[src/rtl/cbd_pkg.sv]
// Shared types and constants for the chaff block deframer.
package cbd_pkg;

    localparam int unsigned ByteW   = 8;
    localparam int unsigned LenW    = 16;
    localparam int unsigned HoldW   = 24;
    localparam int unsigned StatusW = 2;

    // Bit of the flag byte that carries FIN.
    localparam logic [ByteW-1:0] FinMask = 8'h01;

    typedef enum logic [StatusW-1:0] {
        STATUS_OK        = 2'd0,
        STATUS_SHORT     = 2'd1,
        STATUS_FIN_EARLY = 2'd2
    } status_t;

    typedef struct packed {
        logic             data_valid;
        logic [ByteW-1:0] data_byte;
        logic             block_done;
        logic             fin;
        status_t          status;
    } result_t;

endpackage

[src/rtl/cbd_parser.sv]
// Block parser: header, data, chaff, flag and discard phases, one byte per accepted word.
module cbd_parser
    import cbd_pkg::*;
(
    input  logic             clk,
    input  logic             rst_n,
    input  logic             take,
    input  logic [ByteW-1:0] in_byte,
    input  logic             in_last,
    output logic             res_valid,
    output result_t          res
);

    typedef enum logic [2:0] {
        PH_HEADER  = 3'd0,
        PH_DATA    = 3'd1,
        PH_CHAFF   = 3'd2,
        PH_FLAG    = 3'd3,
        PH_DISCARD = 3'd4
    } phase_t;

    phase_t            phase_reg, phase_next;
    logic [1:0]        header_count_reg, header_count_next;
    logic [HoldW-1:0]  header_hold_reg, header_hold_next;
    logic [LenW-1:0]   data_left_reg, data_left_next;
    logic [LenW-1:0]   chaff_left_reg, chaff_left_next;
    logic [LenW-1:0]   hdr_data_len;
    logic [LenW-1:0]   hdr_chaff_len;
    logic              fin_bit;

    assign hdr_data_len  = header_hold_reg[HoldW-1:ByteW];
    assign hdr_chaff_len = {header_hold_reg[ByteW-1:0], in_byte};
    assign fin_bit       = |(in_byte & FinMask);

    always_comb
    begin
        phase_next        = phase_reg;
        header_count_next = header_count_reg;
        header_hold_next  = header_hold_reg;
        data_left_next    = data_left_reg;
        chaff_left_next   = chaff_left_reg;
        res_valid         = 1'b0;
        res               = '0;
        res.status        = STATUS_OK;

        if (take)
        begin
            case (phase_reg)
                PH_HEADER:
                begin
                    if (header_count_reg != 2'd3)
                    begin
                        header_hold_next  = {header_hold_reg[HoldW-ByteW-1:0], in_byte};
                        header_count_next = header_count_reg + 2'd1;
                    end
                    else
                    begin
                        data_left_next    = hdr_data_len;
                        chaff_left_next   = hdr_chaff_len;
                        header_count_next = 2'd0;
                        header_hold_next  = '0;
                        if (hdr_data_len != '0)
                            phase_next = PH_DATA;
                        else if (hdr_chaff_len != '0)
                            phase_next = PH_CHAFF;
                        else
                            phase_next = PH_FLAG;
                    end
                    if (in_last)
                    begin
                        res_valid  = 1'b1;
                        res.status = STATUS_SHORT;
                    end
                end
                PH_DATA:
                begin
                    data_left_next = data_left_reg - LenW'(1);
                    if (data_left_reg == LenW'(1))
                        phase_next = (chaff_left_reg != '0) ? PH_CHAFF : PH_FLAG;
                    res_valid      = 1'b1;
                    res.data_valid = 1'b1;
                    res.data_byte  = in_byte;
                    if (in_last)
                        res.status = STATUS_SHORT;
                end
                PH_CHAFF:
                begin
                    chaff_left_next = chaff_left_reg - LenW'(1);
                    if (chaff_left_reg == LenW'(1))
                        phase_next = PH_FLAG;
                    if (in_last)
                    begin
                        res_valid  = 1'b1;
                        res.status = STATUS_SHORT;
                    end
                end
                PH_FLAG:
                begin
                    res_valid      = 1'b1;
                    res.block_done = 1'b1;
                    res.fin        = fin_bit;
                    if (!in_last && fin_bit)
                    begin
                        res.status = STATUS_FIN_EARLY;
                        phase_next = PH_DISCARD;
                    end
                    else
                    begin
                        phase_next = PH_HEADER;
                    end
                end
                default:
                begin
                    // Drop the rest of a failed buffer.
                end
            endcase

            // Any last byte restarts parsing; an early FIN moves to discard.
            if (in_last || (phase_next == PH_DISCARD))
            begin
                header_count_next = 2'd0;
                header_hold_next  = '0;
                data_left_next    = '0;
                chaff_left_next   = '0;
                if (in_last)
                    phase_next = PH_HEADER;
            end
        end
    end

    always_ff @(posedge clk or negedge rst_n)
    begin
        if (!rst_n)
        begin
            phase_reg        <= PH_HEADER;
            header_count_reg <= 2'd0;
            header_hold_reg  <= '0;
            data_left_reg    <= '0;
            chaff_left_reg   <= '0;
        end
        else
        begin
            phase_reg        <= phase_next;
            header_count_reg <= header_count_next;
            header_hold_reg  <= header_hold_next;
            data_left_reg    <= data_left_next;
            chaff_left_reg   <= chaff_left_next;
        end
    end

endmodule

[src/rtl/cbd_out_buf.sv]
// Result register with a skid slot, so one more result can be taken during a stall.
module cbd_out_buf
    import cbd_pkg::*;
(
    input  logic    clk,
    input  logic    rst_n,
    input  logic    push,
    input  result_t push_res,
    output logic    space,
    output logic    out_valid,
    input  logic    out_ready,
    output result_t out_res
);

    logic    main_valid_reg, main_valid_next;
    logic    skid_valid_reg, skid_valid_next;
    result_t main_reg, main_next;
    result_t skid_reg, skid_next;
    logic    pop;

    assign pop       = main_valid_reg && out_ready;
    assign space     = !skid_valid_reg;
    assign out_valid = main_valid_reg;
    assign out_res   = main_reg;

    always_comb
    begin
        main_valid_next = main_valid_reg;
        skid_valid_next = skid_valid_reg;
        main_next       = main_reg;
        skid_next       = skid_reg;
        if (skid_valid_reg)
        begin
            // No push can arrive while the skid slot is full.
            if (pop)
            begin
                main_next       = skid_reg;
                skid_valid_next = 1'b0;
            end
        end
        else if (push)
        begin
            if (!main_valid_reg || pop)
            begin
                main_next       = push_res;
                main_valid_next = 1'b1;
            end
            else
            begin
                skid_next       = push_res;
                skid_valid_next = 1'b1;
            end
        end
        else if (pop)
        begin
            main_valid_next = 1'b0;
        end
    end

    always_ff @(posedge clk or negedge rst_n)
    begin
        if (!rst_n)
        begin
            main_valid_reg <= 1'b0;
            skid_valid_reg <= 1'b0;
        end
        else
        begin
            main_valid_reg <= main_valid_next;
            skid_valid_reg <= skid_valid_next;
        end
    end

    always_ff @(posedge clk)
    begin
        main_reg <= main_next;
        skid_reg <= skid_next;
    end

endmodule

[src/rtl/chaff_block_deframer_core.sv]
// Top level of the chaff block deframer: parser plus buffered result port.
//
//   channel | handshake           | fields
//   --------+---------------------+--------------------------------------------
//   input   | in_valid / in_ready | in_byte, in_last
//   output  | out_valid/out_ready | data_valid, data_byte, block_done, fin, status
//
// One word is taken per clock while in_ready is high; its result, if any, is registered in the result buffer.
// Parser state updates on the accepting edge, so no bubble is needed between words.
// Reset empties the result register and puts the parser at the start of a buffer.
// A word whose result arrives while a result is stalled fills the second result buffer entry;
// in_ready then stays low until the edge at which the first entry is taken.
module chaff_block_deframer_core
    import cbd_pkg::*;
(
    input  logic               clk,
    input  logic               rst_n,
    input  logic               in_valid,
    output logic               in_ready,
    input  logic [ByteW-1:0]   in_byte,
    input  logic               in_last,
    output logic               out_valid,
    input  logic               out_ready,
    output logic               data_valid,
    output logic [ByteW-1:0]   data_byte,
    output logic               block_done,
    output logic               fin,
    output logic [StatusW-1:0] status
);

    logic    take;
    logic    res_valid;
    result_t res;
    result_t out_res;

    assign take = in_valid && in_ready;

    cbd_parser u_parser (
        .clk       (clk),
        .rst_n     (rst_n),
        .take      (take),
        .in_byte   (in_byte),
        .in_last   (in_last),
        .res_valid (res_valid),
        .res       (res)
    );

    cbd_out_buf u_out_buf (
        .clk       (clk),
        .rst_n     (rst_n),
        .push      (res_valid),
        .push_res  (res),
        .space     (in_ready),
        .out_valid (out_valid),
        .out_ready (out_ready),
        .out_res   (out_res)
    );

    assign data_valid = out_res.data_valid;
    assign data_byte  = out_res.data_byte;
    assign block_done = out_res.block_done;
    assign fin        = out_res.fin;
    assign status     = out_res.status;

endmodule

[config.mk]
export PLATFORM = sky130hd
export DESIGN_NAME = chaff_block_deframer_core
export DESIGN_NICKNAME = d
export VERILOG_FILES = /design/src/rtl/cbd_pkg.sv /design/src/rtl/cbd_parser.sv /design/src/rtl/cbd_out_buf.sv /design/src/rtl/chaff_block_deframer_core.sv
export SDC_FILE = /design/constraint.sdc
export NUM_CORES = 1
export LEC_CHECK = 0
export BUFFER_PORTS_ARGS = -buffer_cell sky130_fd_sc_hd__buf_2
export CAP_MARGIN = 10
export CORE_MARGIN = 2
export CORE_UTILIZATION = 36
export CTS_CLUSTER_SIZE = 25
export DETAILED_ROUTE_END_ITERATION = 10
export HOLD_SLACK_MARGIN = 0.12
export PLACE_DENSITY = 0.6
export SYNTH_ARGS = -nofsm -noshare
export SYNTH_HDL_FRONTEND = slang
export SYNTH_SLANG_ARGS = --single-unit
[constraint.sdc]
create_clock -name clk -period 6.5 [get_ports clk]
set_clock_uncertainty 0.2 [all_clocks]
set_input_delay 0.325 -clock clk [delete_from_list [all_inputs] [get_ports clk]]
set_output_delay 0.325 -clock clk [all_outputs]
set_load 0.005 [all_outputs]
Word level (Yosys, flattened, before mapping)
Cells that the tools add are included.
Widths: inputs -> output; s select.
Word-level totals
  memories kept: 0
  memory bits (read-only): 0
  latch bits: 0
  flip-flop bits (word level): 89
  RAM bits: 0
Cells by class
  equality and inequality tests: 10
  mux-type cells: 43
  magnitude comparators: 0
  bitwise logic cells: 2
  add/sub/neg operators: 3
  shifts and indexed selects: 0
  divide/modulo/power cells: 0
  $mul: 0
  reductions and logical operators: 27
Operators with widths (count)
  $mux 24: 3
  $mux 13: 5
  $mux 16: 4
  $pmux 16 s2: 2
  $reduce_bool 16->1: 3
  $eq 16x1->1 const B: 2
  $sub 16x1->16 const B: 2
  $mux 3: 8
  $reduce_and 3->1: 5
  $mux 1: 12
  $pmux 3 s4: 1
  $mux 2: 5
  $mux 9: 1
  $reduce_bool 2->1: 4
  $eq 3x2->1 const B: 2
  $reduce_bool 3->1: 2
  $ne 2x2->1 const B: 2
  $pmux 2 s2: 1
  $reduce_or 2->1: 2
  $eq 3x1->1 const B: 1
  $eq 3x3->1 const B: 1
  $logic_and 1x1->1: 3
  $logic_not 1->1: 3
  $logic_not 3->1: 1
  8 further kinds: 10

Logic depth before layout (Yosys ltp)
  depth after elaboration: 10
  mapped depth: 8
  mapped depth without buffers: 7

Hierarchy
From an unflattened synthesis, not the netlist that was laid out.
Unflattened totals
  cell total of the unflattened synthesis: 459
  area, all modules: 4571.9 µm²
By module, submodules not included
  cbd_parser: cells an instance 406, instances 1, sequential area each 1526.5 µm², area each 3479.6 µm²
  cbd_out_buf: cells an instance 52, instances 1, sequential area each 830.8 µm², area each 1086.0 µm²
  chaff_block_deframer_core: cells an instance 1, instances 1, sequential area each 0.0 µm², area each 6.3 µm²

Worst setup path after synthesis
OpenSTA, ideal clock, no wires.
  path type: reg-to-reg
  from: register u_out_buf.skid_valid_reg
  to: register u_out_buf.skid_reg[0] (netlist name), enable pin
  buffers on the path: 1
  data arrival time: 2002 ps
  cell stages (with the launch flop): 5
  path slack: 3898 ps
  clock period less this slack: 2602 ps
  setup time: 400 ps
  required time: 5900 ps
  cell sequence: dfrtp_1 > buf_6 > nor3b_1 > o21ai_0 > nor3_1
On the way
  word-level cells in the longest chain between the ends: 4
  elaborated cells between the ends (all ways): 5
RTL lines
  from (decl): RTL line cbd_out_buf.sv:16  | logic skid_valid_reg, skid_valid_next;
  from (signal assigned): RTL line cbd_out_buf.sv:70  | skid_valid_reg <= skid_valid_next;
  $logic_not 1->1: RTL line cbd_out_buf.sv:22  | assign space = !skid_valid_reg;
  $logic_and 1x1->1: RTL line chaff_block_deframer_core.sv:36  | assign take = in_valid && in_ready;
  $mux 1: RTL line cbd_parser.sv:46  | if (take)
  $reduce_and 3->1 (no line) (*)
  to (signal assigned): RTL line cbd_out_buf.sv:77  | skid_reg <= skid_next;
  to (decl): RTL line cbd_out_buf.sv:18  | result_t skid_reg, skid_next;
Mark *: on every way between the ends. The rest lies on a longest branch, timed or not.
A chain may end at the register's enable or synchronous reset.

Final worst setup path
  from: register u_out_buf.skid_valid_reg
  to: register u_out_buf.main_reg, in the netlist u_out_buf.out_res[11], enable pin
On the way
  word-level cells in the longest chain between the ends: 5
  elaborated cells between the ends (all ways): 7
RTL lines
  $logic_not 1->1: RTL line cbd_out_buf.sv:22
  $logic_and 1x1->1: RTL line chaff_block_deframer_core.sv:36
  $mux 1: RTL line cbd_parser.sv:46
  $reduce_bool 2->1 (no line)
  $reduce_and 3->1 (no line) (*)
  to (signal assigned): RTL line cbd_out_buf.sv:76  | main_reg <= main_next;
  to (decl): RTL line cbd_out_buf.sv:17  | result_t main_reg, main_next;
Marked as above.

==> impl_metrics.prom <==
# TYPE chip_impl_metric gauge
chip_impl_metric{name="instances_no_fill",unit=""} 653
chip_impl_metric{name="use_met2",unit="%"} 26.3
chip_impl_metric{name="post_drt_via_cell_ratio",unit=""} 5.87
chip_impl_info{name="timing.hold.worst.class",value="in -> reg"} 1
chip_impl_metric{name="global_route.usage.total",unit="%"} 17.9
chip_impl_metric{name="crit_arrival",unit="ns"} 2.74
chip_impl_metric{name="synthDistinctLibCells",unit=""} 55
chip_impl_metric{name="postCtsSetupRepairBufs",unit=""} 0
chip_impl_metric{name="clkSlewWorstSetupHoldPaths",unit="ns"} 0.07
chip_impl_info{name="synth_top_family_by_area",value="compound AO/OA/AOI/OAI gates"} 1
chip_impl_metric{name="final_layout_size_suffix_gt1_share",unit="%"} 11.2
chip_impl_metric{name="timing.critical_path.slowest_cell_delay",unit="ns"} 0.94
chip_impl_metric{name="hpwl",unit="um"} 8180
chip_impl_metric{name="timing.final.crit_period",unit="ns"} 2.99
chip_impl_metric{name="io_pins",unit=""} 28
chip_impl_metric{name="vdd_drop_max",unit="mV"} 0.190
chip_impl_metric{name="relSlewSlack",unit="%"} 22.7
chip_impl_info{name="synth_top_area_cells",value="sky130_fd_sc_hd__dfrtp_1 (35%), sky130_fd_sc_hd__edfxtp_1 (17%), sky130_fd_sc_hd__a22o_1 (5.4%)"} 1
chip_impl_metric{name="worst-path-buf-inv",unit=""} 0
chip_impl_info{name="criticalPathCategory",value="reg -> reg"} 1
chip_impl_metric{name="synthToLayoutAreaGrowth",unit="%"} 13.0
chip_impl_metric{name="layout.nets",unit=""} 494
chip_impl_metric{name="number_of_input_and_output_port_buffers_inserted",unit=""} 27
chip_impl_info{name="synth_top_cell_by_area",value="sky130_fd_sc_hd__dfrtp_1"} 1
chip_impl_metric{name="drt_pre_antenna_iters",unit=""} 5
chip_impl_metric{name="synth.cell_area",unit="mm^2"} 0.00457
chip_impl_metric{name="h-tree-depth",unit=""} 3
chip_impl_metric{name="fin_total_pwr",unit="uW"} 2350
chip_impl_metric{name="crit_path_max_fanout",unit=""} 19
chip_impl_metric{name="synthesized_area_fraction_occupied_by_ao_oa_aoi_and_oai_cells",unit="%"} 23.5
chip_impl_metric{name="grt_remaining_overflow",unit=""} 0
chip_impl_metric{name="final_min_period_over_clock_period",unit="%"} 46.0
chip_impl_metric{name="p_per_area",unit="mW/mm^2"} 456
chip_impl_info{name="synthTopCellsByCount",value="sky130_fd_sc_hd__dfrtp_1 (63), sky130_fd_sc_hd__nand2_1 (41), sky130_fd_sc_hd__o21ai_0 (36)"} 1
chip_impl_metric{name="synthSimpleGateAreaFrac",unit="%"} 18.9
chip_impl_metric{name="antenna_found_initial",unit=""} 0
chip_impl_metric{name="grt_first_pass_wirelength",unit="um"} 18800
chip_impl_metric{name="met3_usage",unit="%"} 3.53
chip_impl_info{name="critical_path.cell_chain",value="nor3b_1 -> o21ai_0 -> a22oi_1"} 1
chip_impl_metric{name="hold-worst-slack",unit="ns"} 0.137
chip_impl_info{name="critPathSlowestCell",value="sky130_fd_sc_hd__a22oi_1"} 1
chip_impl_metric{name="antennaDiodeCount",unit=""} 0
chip_impl_metric{name="setup_total_negative_slack",unit="ns"} 0
chip_impl_metric{name="cts_buffers",unit=""} 9
chip_impl_metric{name="largest_reg_flops",unit=""} 24
chip_impl_info{name="post-synth-top-count-cell",value="sky130_fd_sc_hd__dfrtp_1"} 1
chip_impl_metric{name="die_x",unit="um"} 117
chip_impl_metric{name="fmaxAchievable",unit="MHz"} 335
chip_impl_metric{name="synth_top_cell_area_share",unit="%"} 34.5
chip_impl_metric{name="initial_core_util",unit="%"} 36.5
chip_impl_metric{name="maxCapViolations",unit=""} 0
chip_impl_metric{name="yosys.area_share.adder",unit="%"} 1.37
chip_impl_metric{name="wl_per_cell",unit="um"} 17.9
chip_impl_metric{name="final_number_of_hold_violating_endpoints",unit=""} 0
chip_impl_metric{name="post-route-drc-count",unit=""} 0
chip_impl_metric{name="initialDrtViolationCount",unit=""} 298
chip_impl_metric{name="gp_congestion",unit=""} 0.900
chip_impl_metric{name="synth_edf_count",unit=""} 26
chip_impl_metric{name="avgSynthCellArea",unit="um^2"} 10.0
chip_impl_metric{name="synth.ff_latch_count",unit=""} 89
chip_impl_metric{name="async_flop_share",unit="%"} 70.8
chip_impl_info{name="outcome",value="completed"} 1
chip_impl_metric{name="setup_slack",unit="ns"} 3.51
chip_impl_info{name="timing.critical_path.from_type",value="flip-flop"} 1
chip_impl_metric{name="pre_cts_ws",unit="ns"} 3.53
chip_impl_metric{name="placement_rows",unit=""} 41
chip_impl_metric{name="dr_total_vias",unit=""} 3836
chip_impl_info{name="grt_setup_unrepaired",value="false"} 1
chip_impl_info{name="busiest_layer",value="met1"} 1
chip_impl_metric{name="maxSlewViolCount",unit=""} 0
chip_impl_metric{name="grt_max_degree",unit=""} 64
chip_impl_metric{name="leakage_power",unit="uW"} 0.00225
chip_impl_info{name="setup.worst_path.end_class",value="flip-flop"} 1
chip_impl_metric{name="fp.dieArea",unit="mm^2"} 0.0136
chip_impl_metric{name="synth-seq-area-share",unit="%"} 51.6
chip_impl_metric{name="chipHeight",unit="um"} 117
chip_impl_info{name="synth_flop_cell",value="sky130_fd_sc_hd__dfrtp_1"} 1
chip_impl_metric{name="placedCellCount",unit=""} 631
chip_impl_info{name="cts_tree",value="built"} 1
chip_impl_metric{name="clkLatencyLatePin",unit="ns"} 0.34
chip_impl_metric{name="netlist_instances",unit=""} 455
chip_impl_metric{name="setup-violations-final",unit=""} 0
chip_impl_metric{name="timing_worst_slew_pin_value",unit="ns"} 1.16
chip_impl_info{name="crit_family",value="compound AO/OA/AOI/OAI gates"} 1
chip_impl_metric{name="synth.net_count",unit=""} 473
chip_impl_metric{name="drtAntennaViolNets",unit=""} 0
chip_impl_metric{name="grt_pass1_vias",unit=""} 3527
chip_impl_metric{name="routed_wirelength",unit="um"} 11700
chip_impl_info{name="cts_root_buffer",value="sky130_fd_sc_hd__clkbuf_16"} 1
chip_impl_metric{name="cp.required",unit="ns"} 6.25
chip_impl_metric{name="synth.area.mux_share",unit="%"} 1.12
chip_impl_metric{name="ys_warn_count",unit=""} 0
chip_impl_metric{name="fp.coreArea",unit="mm^2"} 0.0125
chip_impl_metric{name="yosys.area_share.xor_xnor",unit="%"} 0
chip_impl_metric{name="tritoncts_num_sinks",unit=""} 89
chip_impl_metric{name="groute.layer.met1.usage",unit="%"} 26.9
chip_impl_metric{name="cts_max_path_buffers",unit=""} 2
logic make-up after synthesis:
| kind of cell | after synthesis |
|---|---|
| compound gates | 157 |
| fa+ha+maj | 5 |
| buf+inv | 36 |
| flops | 89 |
| mux | 5 |
| simple gates | 163 |
where the power goes:
group | total, uW | internal, uW | leakage [uW] | switching (uW)
combinational | 953 | 373 | 0.00102 | 580
sequential | 917 | 734 | 0.00111 | 183
clock | 484 | 260 | 0.000117 | 225
total | 2350 | 1370 | 0.00225 | 987
worst register-to-register path, cell delays in order (launching register included):
cell and delay (ns):
sky130_fd_sc_hd__dfrtp_1 0.60, sky130_fd_sc_hd__nor3b_1 0.53, sky130_fd_sc_hd__o21ai_0 0.32, sky130_fd_sc_hd__a22oi_1 0.94
area by class of cell:
| class | count | area [um^2] |
|---|---|---|
| Clock inverter | 6 | 43.8 |
| Tap cell | 172 | 215 |
| Sequential cell | 89 | 2360 |
| Timing Repair Buffer | 38 | 233 |
| Fill cell | 1244 | 7360 |
| Clock buffer | 10 | 229 |
| Inverter | 8 | 30.0 |
| Multi-Input combinational cell | 330 | 2050 |
metal layers:
layer	up-vias	wire, um
met5	-	0
met4	0	186
met3	14	579
met2	120	5250
met1	1911	5680
li1	1791	-
path summary, 6_finish.rpt:
path / start / depth (start not counted) / slack [ns] / endpoint
max: u_out_buf.skid_valid_reg / 3 / 3.51 / u_out_buf.out_res[11]
min: in_byte[2] / 2 / 0.14 / u_parser.header_hold_reg[2]
max reg2reg: u_out_buf.skid_valid_reg / 3 / 3.51 / u_out_buf.out_res[11]
min reg2reg: u_parser.header_count_reg[1] / 1 / 0.32 / u_parser.header_count_reg[1]
max in group asynchronous: rst_n / 3 / 5.05 / u_parser.data_left_reg[9]
min in group asynchronous: rst_n / 3 / 0.49 / u_parser.data_left_reg[11]
per-stage QoR:
step / instance area (um^2) / util (%)
after floorplan: 4570 / -
after global placement: 4830 / 38.6
after detailed placement: 4830 / 38.6
after CTS: 5160 / 41.2
after global routing: 5160 / 41.2
final: 5160 / 41.2
repair_timing:
item	CTS	global route
endpoints found under the hold margin	69	0
resized for setup	0	0
hold buffers	6	0
setup endpoints to repair	0	0
cell usage in the layout (no fill, tap or decap), drive strengths merged, types with 4 or more instances in the layout:
cell type | synthesis | final
dfrtp | 63 | 63
o21ai | 43 | 43
nand2 | 41 | 41
buf | 8 | 32
nor2 | 31 | 31
a22o | 28 | 28
edfxtp | 26 | 26
a21oi | 23 | 23
nor3 | 21 | 21
a21o | 16 | 16
nor4 | 14 | 14
a22oi | 13 | 13
and3 | 11 | 11
clkbuf | 20 | 10
inv | 8 | 9
or4 | 7 | 7
nand4 | 6 | 6
dlygate4sd3 | 0 | 6
nand2b | 6 | 6
nor3b | 5 | 5
or3 | 5 | 5
nand3 | 5 | 5
o211ai | 5 | 5
o31ai | 5 | 5
ha | 5 | 5
clkinvlp | 0 | 5
mux2i | 4 | 4
a31oi | 4 | 4
Note: power is estimated with default switching activity, not from simulation.
